File: src/sv/gte_pkg.sv
// ----------------------------------------------------------------------------
// gte_pkg
// shared types, constants and helper functions of the geodetic to enu block
// ----------------------------------------------------------------------------
package gte_pkg;

   localparam int CORDIC_STEPS = 32;
   localparam int STEP_W = $clog2(CORDIC_STEPS);
   localparam logic signed [33:0] CORDIC_GAIN = 34'sd652032874;

   localparam logic [1:0] ACT_CONVERT = 2'd0;
   localparam logic [1:0] ACT_REBASE  = 2'd1;
   localparam logic [1:0] ACT_RELOAD  = 2'd2;
   localparam logic [1:0] ACT_SPARE   = 2'd3;

   localparam logic [2:0] CSR_REF_LAT = 3'd0;
   localparam logic [2:0] CSR_REF_LON = 3'd1;
   localparam logic [2:0] CSR_REF_ALT = 3'd2;
   localparam logic [2:0] CSR_SEMI    = 3'd3;
   localparam logic [2:0] CSR_ECC     = 3'd4;

   localparam logic [32:0] SEMI_RESET = 33'd6378137000;
   localparam logic [26:0] ECC_RESET  = 27'd28752143;

   localparam logic signed [47:0] OUT_LIMIT = 48'sd17179869184;

   typedef enum logic [4:0] {
      ST_IDLE, ST_LAT, ST_LON, ST_SQ, ST_TE, ST_ROOT, ST_DIV, ST_NZ, ST_RC,
      ST_PX, ST_PY, ST_PZ, ST_BLAT, ST_BLON, ST_XC, ST_YS, ST_YC, ST_XS,
      ST_ZC, ST_RS, ST_ZS, ST_RCL, ST_OUT
   } state_type;

   typedef enum logic {DSU_SQRT, DSU_DIV} dsu_op_type;

   function automatic logic [29:0] atan_bam(input logic [5:0] idx);
      logic [29:0] v;
      case (idx)
         6'd0:  v = 30'd536870912;
         6'd1:  v = 30'd316933406;
         6'd2:  v = 30'd167458907;
         6'd3:  v = 30'd85004756;
         6'd4:  v = 30'd42667331;
         6'd5:  v = 30'd21354465;
         6'd6:  v = 30'd10679838;
         6'd7:  v = 30'd5340245;
         6'd8:  v = 30'd2670163;
         6'd9:  v = 30'd1335087;
         6'd10: v = 30'd667544;
         6'd11: v = 30'd333772;
         6'd12: v = 30'd166886;
         6'd13: v = 30'd83443;
         6'd14: v = 30'd41722;
         6'd15: v = 30'd20861;
         6'd16: v = 30'd10430;
         6'd17: v = 30'd5215;
         6'd18: v = 30'd2608;
         6'd19: v = 30'd1304;
         6'd20: v = 30'd652;
         6'd21: v = 30'd326;
         6'd22: v = 30'd163;
         6'd23: v = 30'd81;
         6'd24: v = 30'd41;
         6'd25: v = 30'd20;
         6'd26: v = 30'd10;
         6'd27: v = 30'd5;
         6'd28: v = 30'd3;
         6'd29: v = 30'd1;
         6'd30: v = 30'd1;
         default: v = 30'd0;
      endcase
      return v;
   endfunction

   function automatic logic signed [35:0] sat_out(input logic signed [47:0] v);
      logic signed [35:0] r;
      if (v > OUT_LIMIT) begin
         r = 36'(OUT_LIMIT);
      end else if (v < -OUT_LIMIT) begin
         r = 36'(-OUT_LIMIT);
      end else begin
         r = 36'(v);
      end
      return r;
   endfunction

endpackage

File: src/sv/gte_cordic.sv
// ----------------------------------------------------------------------------
// gte_cordic
// iterative rotation cordic, one micro-rotation per cycle, q30 sine and cosine
// ----------------------------------------------------------------------------
module gte_cordic (
   input  logic                clock,
   input  logic                reset,
   input  logic                start,
   input  logic [31:0]         angle,
   output logic                done,
   output logic signed [32:0]  sin_out,
   output logic signed [32:0]  cos_out
);

   logic busy_ff, done_ff, flip_ff;
   logic [gte_pkg::STEP_W-1:0] idx_ff;
   logic signed [33:0] x_ff, y_ff, z_ff;
   logic signed [33:0] xs, ys, at;
   logic flip_a;
   logic [31:0] ang_t;
   logic last;

   always_comb begin
      flip_a = (angle[31:30] == 2'd1) || (angle[31:30] == 2'd2);
      ang_t = flip_a ? angle + 32'h8000_0000 : angle;
      xs = x_ff >>> idx_ff;
      ys = y_ff >>> idx_ff;
      at = $signed({4'b0, gte_pkg::atan_bam(6'(idx_ff))});
      last = idx_ff == gte_pkg::STEP_W'(gte_pkg::CORDIC_STEPS - 1);
   end

   always_ff @(posedge clock) begin
      if (reset) begin
         busy_ff <= 1'b0;
         done_ff <= 1'b0;
         idx_ff <= '0;
      end else begin
         done_ff <= 1'b0;
         if (start) begin
            busy_ff <= 1'b1;
            idx_ff <= '0;
         end else if (busy_ff) begin
            idx_ff <= idx_ff + 1'b1;
            if (last) begin
               busy_ff <= 1'b0;
               done_ff <= 1'b1;
            end
         end
      end
   end

   always_ff @(posedge clock) begin
      if (start) begin
         x_ff <= gte_pkg::CORDIC_GAIN;
         y_ff <= '0;
         z_ff <= 34'($signed(ang_t));
         flip_ff <= flip_a;
      end else if (busy_ff) begin
         if (!z_ff[33]) begin
            x_ff <= x_ff - ys;
            y_ff <= y_ff + xs;
            z_ff <= z_ff - at;
         end else begin
            x_ff <= x_ff + ys;
            y_ff <= y_ff - xs;
            z_ff <= z_ff + at;
         end
      end
   end

   assign done = done_ff;
   assign sin_out = 33'(flip_ff ? -y_ff : y_ff);
   assign cos_out = 33'(flip_ff ? -x_ff : x_ff);

endmodule

File: config.mk
export PLATFORM = sky130hd
export DESIGN_NAME = gte_cordic
export DESIGN_NICKNAME = d
export VERILOG_FILES = /design/src/sv/gte_pkg.sv /design/src/sv/gte_cordic.sv
export SDC_FILE = /design/constraint.sdc
export NUM_CORES = 1
export LEC_CHECK = 0
export BUFFER_PORTS_ARGS = -buffer_cell sky130_fd_sc_hd__buf_4
export CAP_MARGIN = 10
export CORE_UTILIZATION = 50
export CTS_CLUSTER_SIZE = 14
export DETAILED_ROUTE_END_ITERATION = 8
export GPL_TIMING_DRIVEN = 0
export PLACE_DENSITY = 0.67
export SLEW_MARGIN = 20
export SYNTH_ARGS = -nofsm -noshare
export SYNTH_HDL_FRONTEND = slang
export SYNTH_SLANG_ARGS = --single-unit
File: constraint.sdc
create_clock -name clock -period 13.3 [get_ports clock]
set_input_delay 0 -clock clock [delete_from_list [all_inputs] [get_ports clock]]
set_output_delay 0 -clock clock [all_outputs]
set_load 0.03 [all_outputs]
==> metrics.csv <==
metric,value,unit
critPathSlowestCell,a211oi_1,
drv_cap,0,
ant_nets,0,
worst-path-buf-inv,7,
synth_cells,2357,
dieArea,39000,um^2
whs,0.246,ns
synth_edf_count,35,
drtIter0Drc,2330,
synth_area_leaders,"dfxtp_1 11%, ha_1 7.4%, xnor2_1 6.6%",
min_path_type,in -> reg,
worst_pin_slew,1.17,ns
cp.required,13.72,ns
p_leak,8.78,nW
wl_met3,9290,um
outcome,finished clean,
coreArea,37700,um^2
dpl_worst_slack,5.14,ns
cts.path.max_buffers,2,
power_density,250,nW/um^2
grt_pass1_vias,19300,
peakVddDrop,0.226,mV
worst_setup_path_start_kind,register,
ys_ff_latch,140,
met1_length,32700,um
synthArstFlopShare,0,
r2r_slack,4.71,ns
post_cts.repair.setup_buffers,0,
die_h,198,um
ctsHtreeMaxLevel,4,
overflow,0,
cpMostUsedCell,buf_2,
fmax,0.116,GHz
syn_area,19100,um^2
min_period,8.59,ns
cts.clk_slew.worst_paths,0.09,ns
hpwl,65500,um
slew_headroom,0.218,
num_rows,71,
setup_viol,0,
startpoint,idx_ff[2],
critPathCaptureType,register,
drc,0,
dieWidth,198,um
cts.sinks,140,
hp-start,reset,
firstDrtPassIters,6,
wl_per_cell,28.2,um
synth_cell_types,103,
drive_gt1_frac,0.134,
hold_violations,0,
start_util,0.508,
grt_antenna_before_repair,0,
worstReg2RegStart,idx_ff[2],
avgSynthCellArea,8.12,um^2
synthToLayoutAreaGrowth,12.5,%
n_antenna_cell,0,
io_buffers,101,
clock_skew,0.0223,ns
synth_top_area_frac,0.110,
reg2reg_to,x_ff[33],
ys_top_cells_by_count,"225 x nor2_1, 220 x nand2_1, 209 x a21oi_1",
top_layer,met4,
period_share,0.646,
synth.net_count,2508,
crit_arrival,9.01,ns
setup_slack,4.71,ns
critPathMaxFanout,10,
yosysMostFrequentCell,nor2_1,
via_count,20300,
grt_max_degree,19,
slew_violations,0,
numCtsBuffers,17,
critical-path-top-delay-family,compound AO/OA/AOI/OAI gates,
r2r.worst_path.cells,28,
clock_tree.root_cell,clkbuf_16,
gp_congestion,1.11,
num_io_pins,102,
track_usage,0.440,
synth_ff_type,dfxtp_1,
dr_wl_met2,37000,um
fin_setup_tns,0,ns
totalWireLength,85500,um
rsz0062_at_grt,no,
yosys_warnings,0,
critPathKind,reg -> reg,
cpPeakStageDelay,0.66,ns
nNetsFinal,2664,
vias_per_cell,6.69,
clk_latency,0.51,ns
yosysTopAreaCell,dfxtp_1,
synth-seq-area-share,0.165,
holdPathEnd,busy_ff,
cts_tree,done,
grt_pass1_wl,125000,um
design_power_total,5.38,mW
hold_depth,3,
==> worst min-delay path, cell delays in order <==
cell,delay [ns]
dlygate4sd3_1,0.52
buf_4,0.14
a21oi_1,0.04
==> logic make-up (layout without fill, tap and decap cells) <==
group,after synthesis,in the layout,share of synthesized area
fa+ha+maj,117,117,0.0776
flops,140,140,0.165
compound gates,677,677,0.227
buf+inv,244,413,0.0677
simple gates,715,715,0.177
xor+xnor,236,236,0.108
mux,228,228,0.177
==> where the power goes <==
part           internal [mW]  total [mW]  switching (mW)  leakage, nW
logic                   1.65        4.18            2.54         7.27
registers              0.567       0.682           0.115         1.22
clock network          0.268       0.517           0.250        0.290
total                   2.48        5.38            2.90         8.78
==> through the flow <==
step / instances / utilization / instance area [um^2]
floorplan: 2357 / - / 19100
global placement: 2969 / 0.545 / 20500
detailed placement: 2971 / 0.546 / 20600
CTS: 3037 / 0.571 / 21500
global route: 3037 / 0.571 / 21500
finish: 3037 / 0.571 / 21500
==> metal layers <==
metal  vias up  track usage
li1       9002            -
met1      9752        0.535
met2      1250        0.671
met3       305        0.124
met4         0        0.306
met5         -            0
==> area by class of cell <==
| cell class | instances | area (um^2) |
|---|---|---|
| fill | 3554 | 16100 |
| multi-input combinational | 1973 | 14700 |
| sequential | 140 | 3150 |
| timing repair buffer | 137 | 1130 |
| buffer | 186 | 1080 |
| tap | 511 | 639 |
| clock buffer | 19 | 475 |
| inverter | 58 | 218 |
| clock inverter | 13 | 120 |
==> timing repair <==
item	in CTS	in global routing
hold endpoints to repair	40	0
hold buffers	34	0
resized for setup	0	0
==> sequential cells by signal (all words and copies together), names as in the netlist <==
register  cells
z_ff         34
flip_ff       1
idx_ff        5
done          1
y_ff         34
x_ff         34
busy_ff       1
at           30
==> how the worst max path moves through the flow <==
stage,to,slack (ns),cells past startpoint
detailed placement,x_ff[33],5.14,28
global route,x_ff[33],4.42,28
floorplan,x_ff[33],6.99,26
CTS,x_ff[33],5.11,28
finish,x_ff[33],4.71,28
global placement,x_ff[33],5.16,26
==> cell usage in the layout (no fill, tap or decap), drive strengths merged, types with 12 or more instances in the layout <==
cell type,n
a211oi,23
a21o,43
a21oi,209
a22oi,12
a31oi,37
and2,18
and3,23
buf,164
clkbuf,144
dfxtp,105
dlygate4sd3,34
edfxtp,35
ha,113
inv,64
mux2,44
mux2i,110
mux4,74
nand2,220
nand2b,26
nand3,39
nor2,225
nor2b,29
nor3,36
nor4,12
o211ai,19
o21a,19
o21ai,147
o21bai,16
o22ai,12
o31ai,24
or2,14
or3,22
or4,17
xnor2,145
xor2,91
(Power assumes the default switching activity.)
