==> src/sv/gte_pkg.sv <==
// ----------------------------------------------------------------------------
// gte_pkg
// shared types, constants and helper functions of the geodetic to enu block
// ----------------------------------------------------------------------------
package gte_pkg;

   localparam int CORDIC_STEPS = 32;
   localparam int STEP_W = $clog2(CORDIC_STEPS);
   localparam logic signed [33:0] CORDIC_GAIN = 34'sd652032874;

   localparam logic [1:0] ACT_CONVERT = 2'd0;
   localparam logic [1:0] ACT_REBASE  = 2'd1;
   localparam logic [1:0] ACT_RELOAD  = 2'd2;
   localparam logic [1:0] ACT_SPARE   = 2'd3;

   localparam logic [2:0] CSR_REF_LAT = 3'd0;
   localparam logic [2:0] CSR_REF_LON = 3'd1;
   localparam logic [2:0] CSR_REF_ALT = 3'd2;
   localparam logic [2:0] CSR_SEMI    = 3'd3;
   localparam logic [2:0] CSR_ECC     = 3'd4;

   localparam logic [32:0] SEMI_RESET = 33'd6378137000;
   localparam logic [26:0] ECC_RESET  = 27'd28752143;

   localparam logic signed [47:0] OUT_LIMIT = 48'sd17179869184;

   typedef enum logic [4:0] {
      ST_IDLE, ST_LAT, ST_LON, ST_SQ, ST_TE, ST_ROOT, ST_DIV, ST_NZ, ST_RC,
      ST_PX, ST_PY, ST_PZ, ST_BLAT, ST_BLON, ST_XC, ST_YS, ST_YC, ST_XS,
      ST_ZC, ST_RS, ST_ZS, ST_RCL, ST_OUT
   } state_type;

   typedef enum logic {DSU_SQRT, DSU_DIV} dsu_op_type;

   function automatic logic [29:0] atan_bam(input logic [5:0] idx);
      logic [29:0] v;
      case (idx)
         6'd0:  v = 30'd536870912;
         6'd1:  v = 30'd316933406;
         6'd2:  v = 30'd167458907;
         6'd3:  v = 30'd85004756;
         6'd4:  v = 30'd42667331;
         6'd5:  v = 30'd21354465;
         6'd6:  v = 30'd10679838;
         6'd7:  v = 30'd5340245;
         6'd8:  v = 30'd2670163;
         6'd9:  v = 30'd1335087;
         6'd10: v = 30'd667544;
         6'd11: v = 30'd333772;
         6'd12: v = 30'd166886;
         6'd13: v = 30'd83443;
         6'd14: v = 30'd41722;
         6'd15: v = 30'd20861;
         6'd16: v = 30'd10430;
         6'd17: v = 30'd5215;
         6'd18: v = 30'd2608;
         6'd19: v = 30'd1304;
         6'd20: v = 30'd652;
         6'd21: v = 30'd326;
         6'd22: v = 30'd163;
         6'd23: v = 30'd81;
         6'd24: v = 30'd41;
         6'd25: v = 30'd20;
         6'd26: v = 30'd10;
         6'd27: v = 30'd5;
         6'd28: v = 30'd3;
         6'd29: v = 30'd1;
         6'd30: v = 30'd1;
         default: v = 30'd0;
      endcase
      return v;
   endfunction

   function automatic logic signed [35:0] sat_out(input logic signed [47:0] v);
      logic signed [35:0] r;
      if (v > OUT_LIMIT) begin
         r = 36'(OUT_LIMIT);
      end else if (v < -OUT_LIMIT) begin
         r = 36'(-OUT_LIMIT);
      end else begin
         r = 36'(v);
      end
      return r;
   endfunction

endpackage

==> src/sv/gte_dsu.sv <==
// ----------------------------------------------------------------------------
// gte_dsu
// shift and subtract unit: bit-serial square root or restoring division
// ----------------------------------------------------------------------------
module gte_dsu (
   input  logic                clock,
   input  logic                reset,
   input  logic                start,
   input  gte_pkg::dsu_op_type op,
   input  logic [63:0]         arg,
   input  logic [31:0]         divisor,
   output logic                done,
   output logic [63:0]         result
);

   logic busy_ff, done_ff;
   gte_pkg::dsu_op_type op_ff;
   logic [5:0] cnt_ff;
   logic [63:0] v_ff, r_ff, sq_bit_ff;
   logic [31:0] rem_ff, d_ff;
   logic [63:0] sum;
   logic [32:0] trial;
   logic ge;
   logic last;

   always_comb begin
      sum = r_ff + sq_bit_ff;
      trial = {rem_ff, v_ff[63]};
      ge = trial >= {1'b0, d_ff};
      last = (op_ff == gte_pkg::DSU_SQRT) ? (cnt_ff == 6'd31) : (cnt_ff == 6'd63);
   end

   always_ff @(posedge clock) begin
      if (reset) begin
         busy_ff <= 1'b0;
         done_ff <= 1'b0;
         cnt_ff <= '0;
      end else begin
         done_ff <= 1'b0;
         if (start) begin
            busy_ff <= 1'b1;
            cnt_ff <= '0;
         end else if (busy_ff) begin
            cnt_ff <= cnt_ff + 6'd1;
            if (last) begin
               busy_ff <= 1'b0;
               done_ff <= 1'b1;
            end
         end
      end
   end

   always_ff @(posedge clock) begin
      if (start) begin
         op_ff <= op;
         v_ff <= arg;
         r_ff <= '0;
         sq_bit_ff <= 64'h4000_0000_0000_0000;
         rem_ff <= '0;
         d_ff <= divisor;
      end else if (busy_ff) begin
         case (op_ff)
            gte_pkg::DSU_SQRT: begin
               if (v_ff >= sum) begin
                  v_ff <= v_ff - sum;
                  r_ff <= (r_ff >> 1) + sq_bit_ff;
               end else begin
                  r_ff <= r_ff >> 1;
               end
               sq_bit_ff <= sq_bit_ff >> 2;
            end
            default: begin
               rem_ff <= ge ? 32'(trial - {1'b0, d_ff}) : trial[31:0];
               v_ff <= v_ff << 1;
               r_ff <= {r_ff[62:0], ge};
            end
         endcase
      end
   end

   assign done = done_ff;
   assign result = r_ff;

endmodule
==> config.mk <==
export PLATFORM = sky130hd
export DESIGN_NAME = gte_dsu
export DESIGN_NICKNAME = d
export VERILOG_FILES = /design/src/sv/gte_pkg.sv /design/src/sv/gte_dsu.sv
export SDC_FILE = /design/constraint.sdc
export NUM_CORES = 1
export LEC_CHECK = 0
export BUFFER_PORTS_ARGS = -buffer_cell sky130_fd_sc_hd__buf_4
export CAP_MARGIN = 5
export CORE_UTILIZATION = 40
export DETAILED_ROUTE_END_ITERATION = 12
export GPL_TIMING_DRIVEN = 0
export SETUP_SLACK_MARGIN = 0.05
export SYNTH_ARGS = -nofsm -noshare
export SYNTH_HDL_FRONTEND = slang
export SYNTH_SLANG_ARGS = --single-unit
==> constraint.sdc <==
create_clock -name clock -period 8.7 [get_ports clock]
set_input_delay 1.305 -clock clock [delete_from_list [all_inputs] [get_ports clock]]
set_output_delay 1.305 -clock clock [all_outputs]
set_load 0.05 [all_outputs]
==> impl_metrics.csv <==
group,metric,value,unit
clock_tree,post_cts_buffers,0,
status,status,"completed",
setup_path,worst_r2r_endpoint,"v_ff[10]",
route,num_vias,21849,
setup_path,endpoint_kind,"flop",
cells_and_area,final_nets,3146,
timing,setup_viol,0,
logic_synthesis,synth-edff-count,97,
clock_tree,cts.sinks,233,
grt,grt_max_degree,65,
floorplanning,start_util,0.4063,
timing,tightestPinTransition,1.243,ns
grt,overflow,0,
route,initialDrtViolationCount,1931,
clock_tree,cts_resized,0,
timing,setup_ws,1.021,ns
grt,grtUsageTotal,0.3086,
power,leakage,0.009348,uW
setup_path,startpoint,"result[2]",
run,cap_violations,0,
setup_path,critPathMaxStageDelay,0.55,ns
setup_path,critPathMaxFanout,64,
route,met1_length,35450,um
setup_path,rrSetupSlack,1.02,ns
worst_hold_path,hp-class,"flop to flop",
route,drcViolationCount,0,
timing,hold_viol_final,0,
logic_synthesis,synth_top_area_share,0.1392,
route,post_drt_wl_per_cell,23.42,um
logic_synthesis,synth_seq_cells,233,
route,ant_nets,0,
clock_tree,cts_buffer_depth,3,
worst_hold_path,hold_depth,2,
route,first_pass_iters,6,
logic_synthesis,synth.avg_cell_area,7.813,um^2
logic_synthesis,yosys.cell_types.count,95,
logic_synthesis,async_reset_ff_frac,0,
worst_hold_path,min_to,"rem_ff[1]",
clock_tree,root_buffer,"clkbuf_16",
cells_and_area,drive_above_1_share,0.1125,
clock_tree,clkTransAtPathRegs,0.05,ns
route,avgViaCountPerCell,6.091,
placed_design,dp_slack,1.185,ns
setup_path,worstSetupStartpointType,"flop",
floorplanning,io_pins,165,
floorplanning,die_h,230.7,um
timing,min_period,7.679,ns
logic_synthesis,synth_ff_type,"dfxtp_1",
clock_tree,cts_made_buffers,35,
logic_synthesis,syn_inst,2679,
route,wl_met2,37820,um
clock_tree,clk_latency,0.58,ns
floorplanning,dieArea,0.05324,mm^2
grt,grt_pass1_vias,20754,
timing,period_share,0.8827,
placed_design,port_buffers,164,
setup_path,path_cells,"ha_1 -> a31oi_1 -> o21ai_0 -> a21oi_1 -> o221ai_1 -> o21ai_1 -> o21a_1 -> o21bai_1 -> a31o_2 -> a311o_1 -> ha_1 -> and4_1 -> nor3b_1 -> nand4_1 -> or3_1 -> o21ai_2 -> clkbuf_1 -> o21ai_0 -> nand2_4 -> buf_16",
timing,finalMaxSlewViolations,0,
timing,max-slew-margin-rel,0.1710,
setup_path,critPathBufInv,2,
grt,grt_antenna_before_repair,1,
logic_synthesis,yosys_warnings,0,
setup_path,crit_arrival,7.89,ns
logic_synthesis,synth.net_count,2944,
timing,rsz0062_at_grt,"no",
clock_tree,cts_tree,"done",
cells_and_area,diodes,0,
grt,grt_first_pass_wirelength,125100,um
clock_tree,h-tree-depth,2,
logic_synthesis,synth.most_common_cell,"nand2_1",
setup_path,crit_slowest_cell,"clkbuf_1",
route,met3WireLength,6514,um
floorplanning,core_region_area,0.05151,mm^2
cells_and_area,final.fill_count,5220,
timing,skew,0.02931,ns
floorplanning,die_x,230.7,um
setup_path,r2r_start,"result[2]",
worst_hold_path,min_from,"rem_ff[1]",
floorplanning,num_rows,83,
timing,whs,0.4870,ns
setup_path,cp_top_family,"compound AO/OA/AOI/OAI gates",
timing,max_freq,0.1302,GHz
power,power_per_cell_area,189.3,mW/mm^2
cells_and_area,area_delta_synth_final,15.61,%
logic_synthesis,yosys.area.top_type,"edfxtp_1",
placed_design,dp_hpwl,66020,um
power,peakVddDrop,0.0001522,V
placed_design,place.gp.congestion,0.9677,
route,top_layer,"met4",
setup_path,worstSetupPathType,"flop to flop",
logic_synthesis,synth_common_cells,"306 x nand2_1, 269 x a21oi_1, 208 x nor2_1, 188 x o21ai_0, 163 x ha_1",
setup_path,ff2ff_path_depth,20,
setup_path,cp.required,8.91,ns
logic_synthesis,synth.area.top_cells,"edfxtp_1 14%, dfxtp_1 13%, ha_1 9.7%, a21oi_1 6.4%, nand2_1 5.5%",
logic_synthesis,ys_seq_area_frac,0.2692,
route,wl,84010,um
clock_tree,postCtsHoldBufs,0,
logic_synthesis,synth_area,0.02093,mm^2
[how the worst max path moves through the flow]
| stage | to | cells past startpoint |
|---|---|---|
| finish | v_ff[10] | 20 |
| global route | v_ff[15] | 21 |
| CTS | v_ff[10] | 20 |
| detailed placement | v_ff[10] | 20 |
| global placement | v_ff[54] | 19 |
| floorplan | v_ff[0] | 19 |
[stage by stage]
stage / power, uW / TNS [ns] / cells / utilization / area (um^2)
6_report: 4581 / 0 / 3587 / 0.4698 / 24200
3_5_place_dp: 3099 / 0 / 3524 / 0.4474 / 23050
5_1_grt: 4792 / 0 / 3587 / 0.4698 / 24200
3_3_place_gp: 3087 / -34.28 / 3523 / 0.4468 / 23010
4_1_cts: 4564 / 0 / 3587 / 0.4698 / 24200
2_1_floorplan: 2562 / 0 / 2679 / - / 20930
[flip-flops by register name (all words and copies together), names as in the netlist]
signal     count
d_ff          32
busy_ff        1
rem_ff        32
sq_bit_ff     32
done           1
v_ff          64
result        64
cnt_ff         6
op_ff          1
[routing by layer]
layer	vias to the layer above	GRT usage
met5	-	0
met4	0	0.1552
met3	205	0.04805
met2	944	0.4968
met1	10385	0.3995
li1	10315	-
[report_power, final]
part,internal [uW],total [uW],switching (uW)
Clock,866,1460,593
Combinational,637,1750,1120
Sequential,1260,1370,107
[layout make-up]
cell class	instances	area (um^2)	area share
Buffer	166	683.2	0.02823
Clock buffer	46	989.7	0.04090
Clock inverter	17	161.4	0.006670
Inverter	91	341.6	0.01412
Multi-Input combinational cell	2189	14280	0.5900
Sequential cell	233	5635	0.2329
Tap cell	680	850.8	0.03516
Timing Repair Buffer	165	1259	0.05202
[cells by family (layout without fill, tap and decap cells)]
kind of cell,count (synthesis),count (layout),share of synthesized area
AND/OR/NAND/NOR,823,823,0.1827
buffers and inverters,257,485,0.04896
XOR/XNOR,192,192,0.08034
multiplexers,50,50,0.02469
AO/OA/AOI/OAI,959,959,0.2947
flip-flops,233,233,0.2692
adder cells (fa/ha/maj),165,165,0.09935
[cell usage in the layout, fill, tap and decap left out, types with 65 or more instances in the layout]
cell type  instances
a21o_1            65
a21oi_1          269
a31oi_1           73
buf_4            167
clkbuf_1         125
dfxtp_1          136
edfxtp_1          97
ha_1             163
inv_1             91
nand2_1          305
nor2_1           208
o21ai_0          188
xnor2_1          107
xor2_1            85
[tightest hold or removal path, stage by stage (launching register included)]
cell and delay (ns):
dfxtp_1 0.33, nand2_1 0.06, a21oi_1 0.05
(Power assumes the default switching activity.)
